**config.mk**
```make
export PLATFORM = sky130hd
export DESIGN_NAME = sync_framed_page_receiver_crc16_unit
export DESIGN_NICKNAME = d
export VERILOG_FILES = /design/src/hw/rtl/sfpr_pkg.sv /design/src/hw/rtl/sfpr_front.sv /design/src/hw/rtl/sfpr_queue.sv /design/src/hw/rtl/sfpr_back.sv /design/src/hw/rtl/sync_framed_page_receiver_crc16_unit.sv
export SDC_FILE = /design/constraint.sdc
export NUM_CORES = 1
export LEC_CHECK = 0
export ABC_AREA = 1
export BUFFER_PORTS_ARGS = -buffer_cell sky130_fd_sc_hd__buf_4
export CORE_MARGIN = 2
export CORE_UTILIZATION = 40
export CTS_BUF_LIST = sky130_fd_sc_hd__clkbuf_8
export DETAILED_ROUTE_END_ITERATION = 8
export PLACE_DENSITY = 0.61
export SYNTH_ARGS = -nofsm -noshare
export SYNTH_HDL_FRONTEND = slang
export SYNTH_SLANG_ARGS = --single-unit
```
**constraint.sdc**
```tcl
create_clock -name clk -period 4.2 [get_ports clk]
set_input_delay 0.63 -clock clk [delete_from_list [all_inputs] [get_ports clk]]
set_output_delay 0.63 -clock clk [all_outputs]
set_load 0.01 [all_outputs]
```
**src/hw/rtl/sfpr_pkg.sv**
```systemverilog
// shared types and constants for the framed page receiver
package sfpr_pkg;

    localparam logic [1:0] RESP_OK   = 2'd0;
    localparam logic [1:0] RESP_FAIL = 2'd1;
    localparam logic [1:0] RESP_BUSY = 2'd2;

    localparam logic KIND_PAYLOAD  = 1'b0;
    localparam logic KIND_RESPONSE = 1'b1;

    localparam int QUEUE_DEPTH = 4;
    localparam int QPTR_W      = $clog2(QUEUE_DEPTH);

    typedef struct packed {
        logic [7:0] rx_byte;
        logic       power_output_on;
    } rx_item_t;

    typedef struct packed {
        logic        item_kind;
        logic [7:0]  payload_byte;
        logic [7:0]  payload_offset;
        logic [1:0]  response_code;
        logic [9:0]  page_address;
        logic [15:0] crc_received;
        logic [15:0] crc_computed;
        logic [15:0] good_frame_total;
        logic [15:0] error_total;
    } res_item_t;

    // classified item handed from the parser to the response stage
    typedef struct packed {
        logic        kind;
        logic [7:0]  data;
        logic [7:0]  offset;
        logic [9:0]  page_idx;
        logic [15:0] crc_rx;
        logic [15:0] crc_calc;
        logic        fail;
        logic        power_on;
    } frame_rec_t;

endpackage

```
**src/hw/rtl/sfpr_front.sv**
```systemverilog
// frame parser: sync search, page index, payload offsets and running crc
module sfpr_front
    import sfpr_pkg::*;
#(
    parameter int PAYLOAD_BYTES = 256,
    parameter int PAGE_COUNT    = 1024
)
(
    input  logic       clk,
    input  logic       rst_n,
    input  logic       rx_valid,
    output logic       rx_stall,
    input  rx_item_t   rx_item,
    input  logic       q_full,
    output logic       push,
    output frame_rec_t rec
);

    localparam logic [7:0]  SYNC_A   = 8'hAA;
    localparam logic [7:0]  SYNC_B   = 8'h55;
    localparam logic [15:0] CRC_POLY = 16'h1021;

    typedef enum logic [2:0] {
        PH_SYNC0,
        PH_SYNC1,
        PH_PAGE0,
        PH_PAGE1,
        PH_DATA,
        PH_CRC0,
        PH_CRC1
    } phase_t;

    phase_t      phase_reg, phase_next;
    logic [8:0]  count_reg, count_next;
    logic [15:0] crc_reg, crc_next;
    logic [15:0] page_reg, page_next;
    logic [7:0]  crc_lo_reg, crc_lo_next;

    logic        accept;
    logic [7:0]  b;
    logic [15:0] crc_step_val;
    logic [15:0] frame_crc;
    logic [8:0]  count_inc;
    logic        fail;

    function automatic logic [15:0] crc_step(input logic [15:0] c, input logic [7:0] v);
        logic [15:0] r;
        r = c ^ {v, 8'h00};
        for (int k = 0; k < 8; k++)
        begin
            if (r[15])
                r = {r[14:0], 1'b0} ^ CRC_POLY;
            else
                r = {r[14:0], 1'b0};
        end
        return r;
    endfunction

    assign rx_stall     = q_full;
    assign accept       = rx_valid && !q_full;
    assign b            = rx_item.rx_byte;
    assign crc_step_val = crc_step((phase_reg == PH_PAGE0) ? 16'h0000 : crc_reg, b);
    assign frame_crc    = {b, crc_lo_reg};
    assign count_inc    = count_reg + 9'd1;
    assign fail         = (page_reg >= 16'(PAGE_COUNT)) || (crc_reg != frame_crc);

    always_comb
    begin
        phase_next  = phase_reg;
        count_next  = count_reg;
        crc_next    = crc_reg;
        page_next   = page_reg;
        crc_lo_next = crc_lo_reg;
        unique case (phase_reg)
            PH_SYNC0:
            begin
                if (b == SYNC_A)
                    phase_next = PH_SYNC1;
            end
            PH_SYNC1:
            begin
                if (b == SYNC_B)
                begin
                    phase_next = PH_PAGE0;
                    crc_next   = 16'h0000;
                end
                else if (b == SYNC_A)
                    phase_next = PH_SYNC1;
                else
                    phase_next = PH_SYNC0;
            end
            PH_PAGE0:
            begin
                page_next  = {8'h00, b};
                crc_next   = crc_step_val;
                phase_next = PH_PAGE1;
            end
            PH_PAGE1:
            begin
                page_next  = {b, page_reg[7:0]};
                crc_next   = crc_step_val;
                count_next = 9'd0;
                phase_next = PH_DATA;
            end
            PH_DATA:
            begin
                crc_next   = crc_step_val;
                count_next = count_inc;
                if (count_inc >= 9'(PAYLOAD_BYTES))
                    phase_next = PH_CRC0;
            end
            PH_CRC0:
            begin
                crc_lo_next = b;
                phase_next  = PH_CRC1;
            end
            PH_CRC1:
            begin
                crc_lo_next = b;
                // a failed frame resyncs on its last byte
                if (fail && b == SYNC_A)
                    phase_next = PH_SYNC1;
                else
                    phase_next = PH_SYNC0;
            end
            default:
            begin
                phase_next = (b == SYNC_A) ? PH_SYNC1 : PH_SYNC0;
            end
        endcase
    end

    assign push = accept && (phase_reg == PH_DATA || phase_reg == PH_CRC1);

    always_comb
    begin
        rec.kind     = (phase_reg == PH_CRC1) ? KIND_RESPONSE : KIND_PAYLOAD;
        rec.data     = b;
        rec.offset   = count_reg[7:0];
        rec.page_idx = page_reg[9:0];
        rec.crc_rx   = frame_crc;
        rec.crc_calc = crc_reg;
        rec.fail     = fail;
        rec.power_on = rx_item.power_output_on;
    end

    always_ff @(posedge clk or negedge rst_n)
    begin
        if (!rst_n)
        begin
            phase_reg  <= PH_SYNC0;
            count_reg  <= 9'd0;
            crc_reg    <= 16'h0000;
            page_reg   <= 16'h0000;
            crc_lo_reg <= 8'h00;
        end
        else if (accept)
        begin
            phase_reg  <= phase_next;
            count_reg  <= count_next;
            crc_reg    <= crc_next;
            page_reg   <= page_next;
            crc_lo_reg <= crc_lo_next;
        end
    end

endmodule

```
**src/hw/rtl/sfpr_queue.sv**
```systemverilog
// short fifo between the parser and the response stage
module sfpr_queue
    import sfpr_pkg::*;
(
    input  logic       clk,
    input  logic       rst_n,
    input  logic       push,
    input  frame_rec_t push_rec,
    output logic       full,
    input  logic       pop,
    output logic       not_empty,
    output frame_rec_t pop_rec
);

    frame_rec_t            entry_reg [QUEUE_DEPTH];
    logic [QPTR_W-1:0]     wr_ptr_reg;
    logic [QPTR_W-1:0]     rd_ptr_reg;
    logic [QPTR_W:0]       fill_reg;

    assign full      = (fill_reg == (QPTR_W+1)'(QUEUE_DEPTH));
    assign not_empty = (fill_reg != '0);
    assign pop_rec   = entry_reg[rd_ptr_reg];

    always_ff @(posedge clk)
    begin
        if (push)
            entry_reg[wr_ptr_reg] <= push_rec;
    end

    always_ff @(posedge clk or negedge rst_n)
    begin
        if (!rst_n) begin
            wr_ptr_reg <= '0;
            rd_ptr_reg <= '0;
            fill_reg   <= '0;
        end else begin
            if (push)
                wr_ptr_reg <= wr_ptr_reg + QPTR_W'(1);
            if (pop)
                rd_ptr_reg <= rd_ptr_reg + QPTR_W'(1);
            if (push && !pop)
                fill_reg <= fill_reg + (QPTR_W+1)'(1);
            else if (pop && !push)
                fill_reg <= fill_reg - (QPTR_W+1)'(1);
        end
    end

endmodule

```
**src/hw/rtl/sfpr_back.sv**
```systemverilog
// response stage: verdict, frame counters and output register
module sfpr_back
    import sfpr_pkg::*;
(
    input  logic       clk,
    input  logic       rst_n,
    input  logic       q_not_empty,
    input  frame_rec_t q_rec,
    output logic       q_pop,
    output logic       res_valid,
    input  logic       res_stall,
    output res_item_t  res_item
);

    logic        out_valid_reg;
    res_item_t   out_item_reg, out_item_next;
    logic [15:0] good_reg, good_next;
    logic [15:0] bad_reg, bad_next;
    logic [1:0]  code;

    assign q_pop = q_not_empty && (!out_valid_reg || !res_stall);

    always_comb
    begin
        good_next     = good_reg;
        bad_next      = bad_reg;
        code          = RESP_OK;
        out_item_next = '0;
        if (q_rec.kind == KIND_RESPONSE)
        begin
            if (q_rec.fail)
            begin
                code     = RESP_FAIL;
                bad_next = bad_reg + 16'd1;
            end
            else if (q_rec.power_on)
                code = RESP_BUSY;
            else
            begin
                code      = RESP_OK;
                good_next = good_reg + 16'd1;
            end
            out_item_next.item_kind        = KIND_RESPONSE;
            out_item_next.response_code    = code;
            out_item_next.page_address     = q_rec.page_idx;
            out_item_next.crc_received     = q_rec.crc_rx;
            out_item_next.crc_computed     = q_rec.crc_calc;
            out_item_next.good_frame_total = good_next;
            out_item_next.error_total      = bad_next;
        end
        else
        begin
            out_item_next.item_kind      = KIND_PAYLOAD;
            out_item_next.payload_byte   = q_rec.data;
            out_item_next.payload_offset = q_rec.offset;
        end
    end

    always_ff @(posedge clk or negedge rst_n)
    begin
        if (!rst_n)
        begin
            out_valid_reg <= 1'b0;
            good_reg      <= 16'd0;
            bad_reg       <= 16'd0;
        end
        else
        begin
            if (q_pop)
            begin
                out_valid_reg <= 1'b1;
                good_reg      <= good_next;
                bad_reg       <= bad_next;
            end
            else if (!res_stall)
                out_valid_reg <= 1'b0;
        end
    end

    always_ff @(posedge clk)
    begin
        if (q_pop)
            out_item_reg <= out_item_next;
    end

    assign res_valid = out_valid_reg;
    assign res_item  = out_item_reg;

endmodule

```
**src/hw/rtl/sync_framed_page_receiver_crc16_unit.sv**
```systemverilog
// top level of the framed page receiver with crc16 check
// usage:
//   rx channel (rx_valid, rx_stall, rx_item) takes one serial byte per transfer
//   together with the power output flag sampled for that byte.
//   res channel (res_valid, res_stall, res_item) gives one item for each
//   payload byte (byte and offset) and one response after the last crc byte.
//   sync, page index and crc bytes give no item.
// flow: a result passes through the queue and then the output register before
//   it is offered; the parser takes one byte per cycle while the queue is not
//   full and the output stage gives one item per cycle while res_stall is low,
//   so a steady stream runs at one byte per cycle when neither side stalls.
// the crc update of one byte is done in the parser in the cycle the byte
//   arrives; a four entry queue sits between parser and response stage.
// reset: frame search restarts at the first sync byte, counters and crc clear,
//   the queue and the output register empty.
// stall: while res_stall is high the output item holds; the queue fills and
//   rx_stall rises once it holds four items, and the input side is then held
//   off until the queue drains.
module sync_framed_page_receiver_crc16_unit
    import sfpr_pkg::*;
#(
    parameter int PAYLOAD_BYTES = 256,
    parameter int PAGE_COUNT    = 1024
)
(
    input  logic      clk,
    input  logic      rst_n,
    input  logic      rx_valid,
    output logic      rx_stall,
    input  rx_item_t  rx_item,
    output logic      res_valid,
    input  logic      res_stall,
    output res_item_t res_item
);

    logic       push;
    logic       pop;
    logic       q_full;
    logic       q_not_empty;
    frame_rec_t push_rec;
    frame_rec_t pop_rec;

    sfpr_front #(
        .PAYLOAD_BYTES (PAYLOAD_BYTES),
        .PAGE_COUNT    (PAGE_COUNT)
    ) u_front (
        .clk      (clk),
        .rst_n    (rst_n),
        .rx_valid (rx_valid),
        .rx_stall (rx_stall),
        .rx_item  (rx_item),
        .q_full   (q_full),
        .push     (push),
        .rec      (push_rec)
    );

    sfpr_queue u_queue (
        .clk       (clk),
        .rst_n     (rst_n),
        .push      (push),
        .push_rec  (push_rec),
        .full      (q_full),
        .pop       (pop),
        .not_empty (q_not_empty),
        .pop_rec   (pop_rec)
    );

    sfpr_back u_back (
        .clk         (clk),
        .rst_n       (rst_n),
        .q_not_empty (q_not_empty),
        .q_rec       (pop_rec),
        .q_pop       (pop),
        .res_valid   (res_valid),
        .res_stall   (res_stall),
        .res_item    (res_item)
    );

endmodule

```
Yosys cells after proc, flatten, opt, wreduce, memory -nomap -nowiden
Memory sizes are Yosys's and may differ from the RTL's.
Cells that the tools add are included.
{"block": "op_classes", "reduce_logical": 30, "eq_ne": 14, "n_bitwise": 11, "order_cmp": 2, "mux": 32, "addsub": 7}
{"cell": "2-to-1 mux 13 bit", "count": 8}
{"cell": "2-to-1 mux 16 bit", "count": 5}
{"cell": "case mux 16 bit (2 select lines)", "count": 2}
{"cell": "adder 16 x 1 -> 16 bit, second input constant", "count": 2}
{"cell": "inverter 3 bit", "count": 8}
{"cell": "case mux 3 bit (7 select lines)", "count": 1}
{"cell": "case mux 9 bit (2 select lines)", "count": 1}
{"cell": ">= comparator 16 x 11 -> 1 bit, second input constant", "count": 1}
{"cell": "inequality test 16 bit", "count": 1}
{"cell": "bitwise XOR 16 bit", "count": 1}
{"cell": "2-to-1 mux 3 bit", "count": 5}
{"cell": "equality test 3 bit, second input constant", "count": 4}
{"cell": "adder 9 x 1 -> 9 bit, second input constant", "count": 1}
{"cell": ">= comparator 9 bit, second input constant", "count": 1}
{"cell": "2-to-1 mux 1 bit", "count": 9}
{"cell": "AND reduction 3 bit", "count": 3}
{"cell": "equality test 8 x 7 -> 1 bit, second input constant", "count": 1}
{"cell": "equality test 8 bit, second input constant", "count": 1}
{"cell": "inequality test 2 x 1 -> 1 bit, second input constant", "count": 4}
{"cell": "AND reduction 2 bit", "count": 4}
{"cell": "nonzero test 2 bit", "count": 4}
{"cell": "equality test 3 x 2 -> 1 bit, second input constant", "count": 2}
{"cell": "logical AND 1 bit", "count": 6}
{"cell": "logical NOT 1 bit", "count": 5}
{"cell": "other kinds (11)", "count": 16}
{"block": "word_totals", "regBits": 185, "word_cells": 119, "in_bits": 13, "n_memories": 1, "output_inout_bits": 95, "mem_bits_rw": 244}
{"name": "u_queue.entry_reg", "words": 4, "width": 61, "rd": 1, "rd_clocked_by_memory_dff": 0, "write_ports": 1, "line_no": "sfpr_queue.sv:15", "rtl": "frame_rec_t entry_reg [QUEUE_DEPTH];"}

Longest topological paths before layout
{"block": "depth", "ltp_word": 20, "mapped_depth": 15, "mapped_depth_nobuf": 13}

Hierarchy
Synthesis repeated with hierarchy kept, for this count alone.
{"block": "hier_totals", "cells_unflattened": 1746, "hier_area_um2": 18953.2}
{"mod": "sfpr_queue", "area_each_um2": 10068.4, "cells_per_inst": 760, "n_inst": 1, "seq_area_each_um2": 7502.2}
{"mod": "sfpr_back", "area_each_um2": 5596.6, "cells_per_inst": 559, "n_inst": 1, "seq_area_each_um2": 3618.5}
{"mod": "sfpr_front", "area_each_um2": 3288.2, "cells_per_inst": 427, "n_inst": 1, "seq_area_each_um2": 1301.2}

Worst setup path before layout
Ideal clock, no wire load.
{"block": "synth_path", "path_type": "input to register", "startpoint": "input port rx_valid", "endpoint": "memory u_queue.entry_reg[0][0] in the netlist's numbering, enable pin", "path_stages": 5, "setup_time_ns": 0.464, "slack_ns": 0.235, "required_ns": 3.736, "arrival_ns": 3.501, "path_buffers": 1, "path_cell_list": "nand2_1 clkbuf_1 nor2_1 inv_1 nor2_1"}
{"block": "synth_via", "elab_chain_cells": 4}
{"element": "from (decl)", "line_no": "sync_framed_page_receiver_crc16_unit.sv:28", "rtl": "input logic rx_valid,"}
{"element": "logical AND 1 bit", "line_no": "sfpr_front.sv:60", "rtl": "assign accept = rx_valid && !q_full;"}
{"element": "logical AND 1 bit", "line_no": "sfpr_front.sv:133", "rtl": "assign push = accept && (phase_reg == PH_DATA || phase_reg == PH_CRC1);"}
{"element": "named net push", "line_no": "sync_framed_page_receiver_crc16_unit.sv:36", "rtl": "logic push;"}
{"element": "2-to-1 mux 1 bit", "line_no": "sfpr_queue.sv:26", "rtl": "if (push)"}
{"element": "2-to-1 mux 1 bit (implied by the code)", "line_no": "sfpr_queue.sv:27", "rtl": "entry_reg[wr_ptr_reg] <= push_rec;"}
{"element": "to (decl)", "line_no": "sfpr_queue.sv:15"}
The timed path passes the listed nets, and every way through them passes these cells.

Worst setup path in the final report
{"block": "layout_path", "startpoint": "register u_queue.rd_ptr_reg[0]", "endpoint": "register u_back.good_reg[9]"}
{"block": "layout_via", "elab_chain_cells": 3, "word_cells_on_any_way": 4, "cone_classes": "mux: 2; reduce/logical: 1; memory: 1"}
{"element": "from (decl)", "line_no": "sfpr_queue.sv:17", "rtl": "logic [QPTR_W-1:0] rd_ptr_reg;"}
{"element": "from (signal assigned)", "line_no": "sfpr_queue.sv:40", "rtl": "rd_ptr_reg <= rd_ptr_reg + QPTR_W'(1);"}
{"element": "memory read (4 x 61 bit) *"}
{"element": "2-to-1 mux 16 bit", "line_no": "sfpr_back.sv:36", "rtl": "else if (q_rec.power_on)"}
{"element": "2-to-1 mux 16 bit", "line_no": "sfpr_back.sv:31", "rtl": "if (q_rec.fail)"}
{"element": "to (signal assigned)", "line_no": "sfpr_back.sv:72", "rtl": "good_reg <= good_next;"}
{"element": "to (decl)", "line_no": "sfpr_back.sv:17", "rtl": "logic [15:0] good_reg, good_next;"}
Mark *: on every way between the ends. The rest lies on a longest branch, timed or not.
A chain may end at the register's enable or synchronous reset.

==> impl_metrics.toml <==
[yosys]
synth_cell_types = 45
synth_fa_ha_area_share_pct = 0.7280
synth.avg_cell_area_um2 = 11.16
ys_warn_count = 0
synth.mux.area_fraction_pct = 0.06067
synth_top_family_by_area = "simple AND/OR/NAND/NOR gates"
synth_cells = 1479
syn-num-nets = 1501
ys_seq_area_share_pct = 69.47
synth_compound_area_share_pct = 8.744
synth_xor_area_share_pct = 2.002
syn-cell-area_um2 = 16500
synth_seq_cells = 397
async_flop_share_pct = 23.17
ys.flop_type = "edfxtp_1"
synth_simple_gate_area_share_pct = 14.08
synth_enable_flop_cells = 305

[worst_setup_path]
worst-endpoint-arrival_ns = 3.69
path_class = "reg -> reg"
worstPathMaxFanout = 57
startpoint_type = "register"
end_kind = "register"
worstPathRequired_ns = 4.67

[drt]
wl_per_cell_um = 17.05
vias = 10964
via_per_inst = 4.993
ant_nets = 0
dr.first_iter.drc_count = 663
drc = 0
detail_route.first_pass.iterations = 5
routed_wl_um = 37440

[timing]
period_minus_slack_ns = 3.216
fmaxAchievable_ghz = 0.3109
worst_slew_pin_slew_ns = 1.010
skew_ns = 0.03593
hold_viol = 0
slew_headroom_pct = 32.21
finalSetupViolations = 0
min_period_over_period_pct = 76.58
fin_setup_tns_ns = 0
rsz0062_at_grt = "false"
drv_slew = 0
fin_hold_ws_ns = 0.1956
setup_slack_ns = 0.9836

[clock_tree]
holdBufCountCts = 0
htreeDepth = 3
clock_tree.root_cell = "clkbuf_8"
cts_made_buffers = 68
clk_pin_slew_worst_paths_ns = 0.06
clk_latency_ns = 0.61
cts_tree = "done"
clkSinkCount = 397
cts-resized-gates = 0
cts_max_path_buffers = 3
post_cts_buffers = 0

[finish]
synthToLayoutAreaGrowth_pct = 16.95
nFillCells = 3667
largest_reg_flops = 212
finalInstanceArea_um2 = 19290
final_cells = 2196
fin_util_pct = 47.36
final_nets = 1636
drive_gt1_share_pct = 15.26
antennaDiodeCount = 0

[power]
p_sw_mw = 5.176
power_density_nw_per_um2 = 738.5
clock_power_share_pct = 24.8
peakVddDrop_mv = 0.3712
total_power_mw = 14.25
p_leak_nw = 7.874
p_seq_share_pct = 42.9
sw_frac_of_total_pct = 36.32
intPower_mw = 9.074
combPwrFrac_pct = 32.3

[global_route]
grt_max_degree = 71
grt_pass1_vias = 10576
antenna_found_initial = 0
grt_pass1_wl_um = 58850
grt_overflow = 0
grtUsageTotal_pct = 17.33

[placement]
hpwl_um = 23160
numPlacedInstances = 2076
io_buffers = 107
post-place-ws_ns = 0.8925
gp_congestion = 0.8456
placed_cell_area_um2 = 17900

[die]
die_area_um2 = 42890
die_width_um = 207.1
num_rows = 74
io_pins = 108
floorplan.initialDensity_pct = 40.50
core_um2 = 40740
die_y_um = 207.1

[run]
drv_cap = 0

[min_path]
hold_class = "in -> async"

[run_status]
outcome = "finished, final reports clean"
[cell families (layout without fill, tap and decap cells)]
family	count (synthesis)	count (layout)
flops	397	397
xor+xnor	36	36
simple gates	572	572
mux	1	1
buf+inv	206	391
compound gates	258	258
fa+ha+maj	9	9
[cell type report]
class                   instances  area [µm²]  area share [%]
flip-flops and latches        397       11460           59.41
clock inverters                38       264.0           1.368
clock buffers                  82        1129           5.849
repair buffers                123       948.4           4.915
inverters                     148       560.5           2.905
well taps                     532       665.6           3.450
multi-input cells             876        4265           22.11
[Yosys cell counts (4+ instances only)]
cell type,count,area share (%)
xnor2_1,12,0.64
nor3_1,10,0.30
o21ai_1,5,0.15
dfrtp_1,92,14
ha_1,8,0.61
nand3_1,28,0.85
nand4_1,12,0.46
buf_2,11,0.33
inv_2,5,0.11
edfxtp_1,305,56
clkbuf_1,40,0.91
nand2_2,6,0.23
a21oi_1,34,1.0
inv_1,139,3.2
nand2_1,306,7.0
o22ai_1,47,1.8
a32o_1,9,0.55
xor2_1,22,1.2
o21ai_0,149,4.5
and2_1,4,0.15
o21ai_2,4,0.21
nor2_1,193,4.4
[power groups by stage]
stage | Sequential [mW] | Combinational, mW | Clock [mW]
after CTS | 6.12 | 4.69 | 3.62
after global placement | 6.17 | 4.58 | 0
final | 6.11 | 4.61 | 3.53
after floorplan | 6.22 | 2.80 | 0
after detailed placement | 6.19 | 4.67 | 0
after global routing | 6.22 | 5.20 | 3.80
[layout by cell type, fill, tap and decap left out, types with 2 or more instances in the layout]
| master | count |
|---|---|
| nand2_1 | 305 |
| edfxtp_1 | 305 |
| nor2_1 | 188 |
| inv_1 | 163 |
| o21ai_0 | 149 |
| buf_4 | 121 |
| dfrtp_1 | 91 |
| clkbuf_8 | 82 |
| o22ai_1 | 47 |
| a21oi_1 | 34 |
| nand3_1 | 28 |
| xor2_1 | 22 |
| nand4_1 | 12 |
| xnor2_1 | 12 |
| nor3_1 | 10 |
| a32o_1 | 9 |
| ha_1 | 8 |
| nor2_4 | 7 |
| nand2_2 | 7 |
| inv_2 | 5 |
| clkinv_1 | 5 |
| o21ai_1 | 5 |
| o21ai_2 | 4 |
| and2_1 | 4 |
| clkinv_2 | 4 |
| bufinv_16 | 4 |
| a31oi_1 | 3 |
| nor2_2 | 3 |
| clkinvlp_4 | 3 |
| xnor2_2 | 2 |
| o31ai_1 | 2 |
| nand3b_1 | 2 |
| inv_4 | 2 |
| buf_12 | 2 |
[critical path: stages (launching register included)]
cell,delay [ns]
dfrtp_2,0.41
buf_4,0.46
nand2_1,0.11
nand3_1,0.12
nand2_2,0.32
nor2_2,0.20
buf_4,0.28
clkinv_1,0.74
o21ai_0,0.40
[layer usage]
layer	wire length, µm	vias up	share of wire [%]	track usage [%]
li1	-	5290	-	-
met1	16960	5296	45	23.85
met2	17480	315	47	27.67
met3	2275	63	6.1	3.775
met4	723	0	1.9	5.197
met5	0	-	0	0
[worst paths after layout]
check	startpoint	endpoint	slack [ns]	cells past startpoint
min reg2reg	u_front.page_reg[13]	u_front.page_reg[13]	0.50	2
max in group asynchronous	rst_n	u_back.good_reg[7]	3.07	2
max	u_queue.rd_ptr_reg[0]	u_back.good_reg[9]	0.98	8
min	rst_n	u_back.bad_reg[3]	0.20	1
min in group clk	rx_item[0]	u_queue.entry_reg[0][0]	0.26	1
max reg2reg	u_queue.rd_ptr_reg[0]	u_back.good_reg[9]	0.98	8
(Power assumes the default switching activity.)
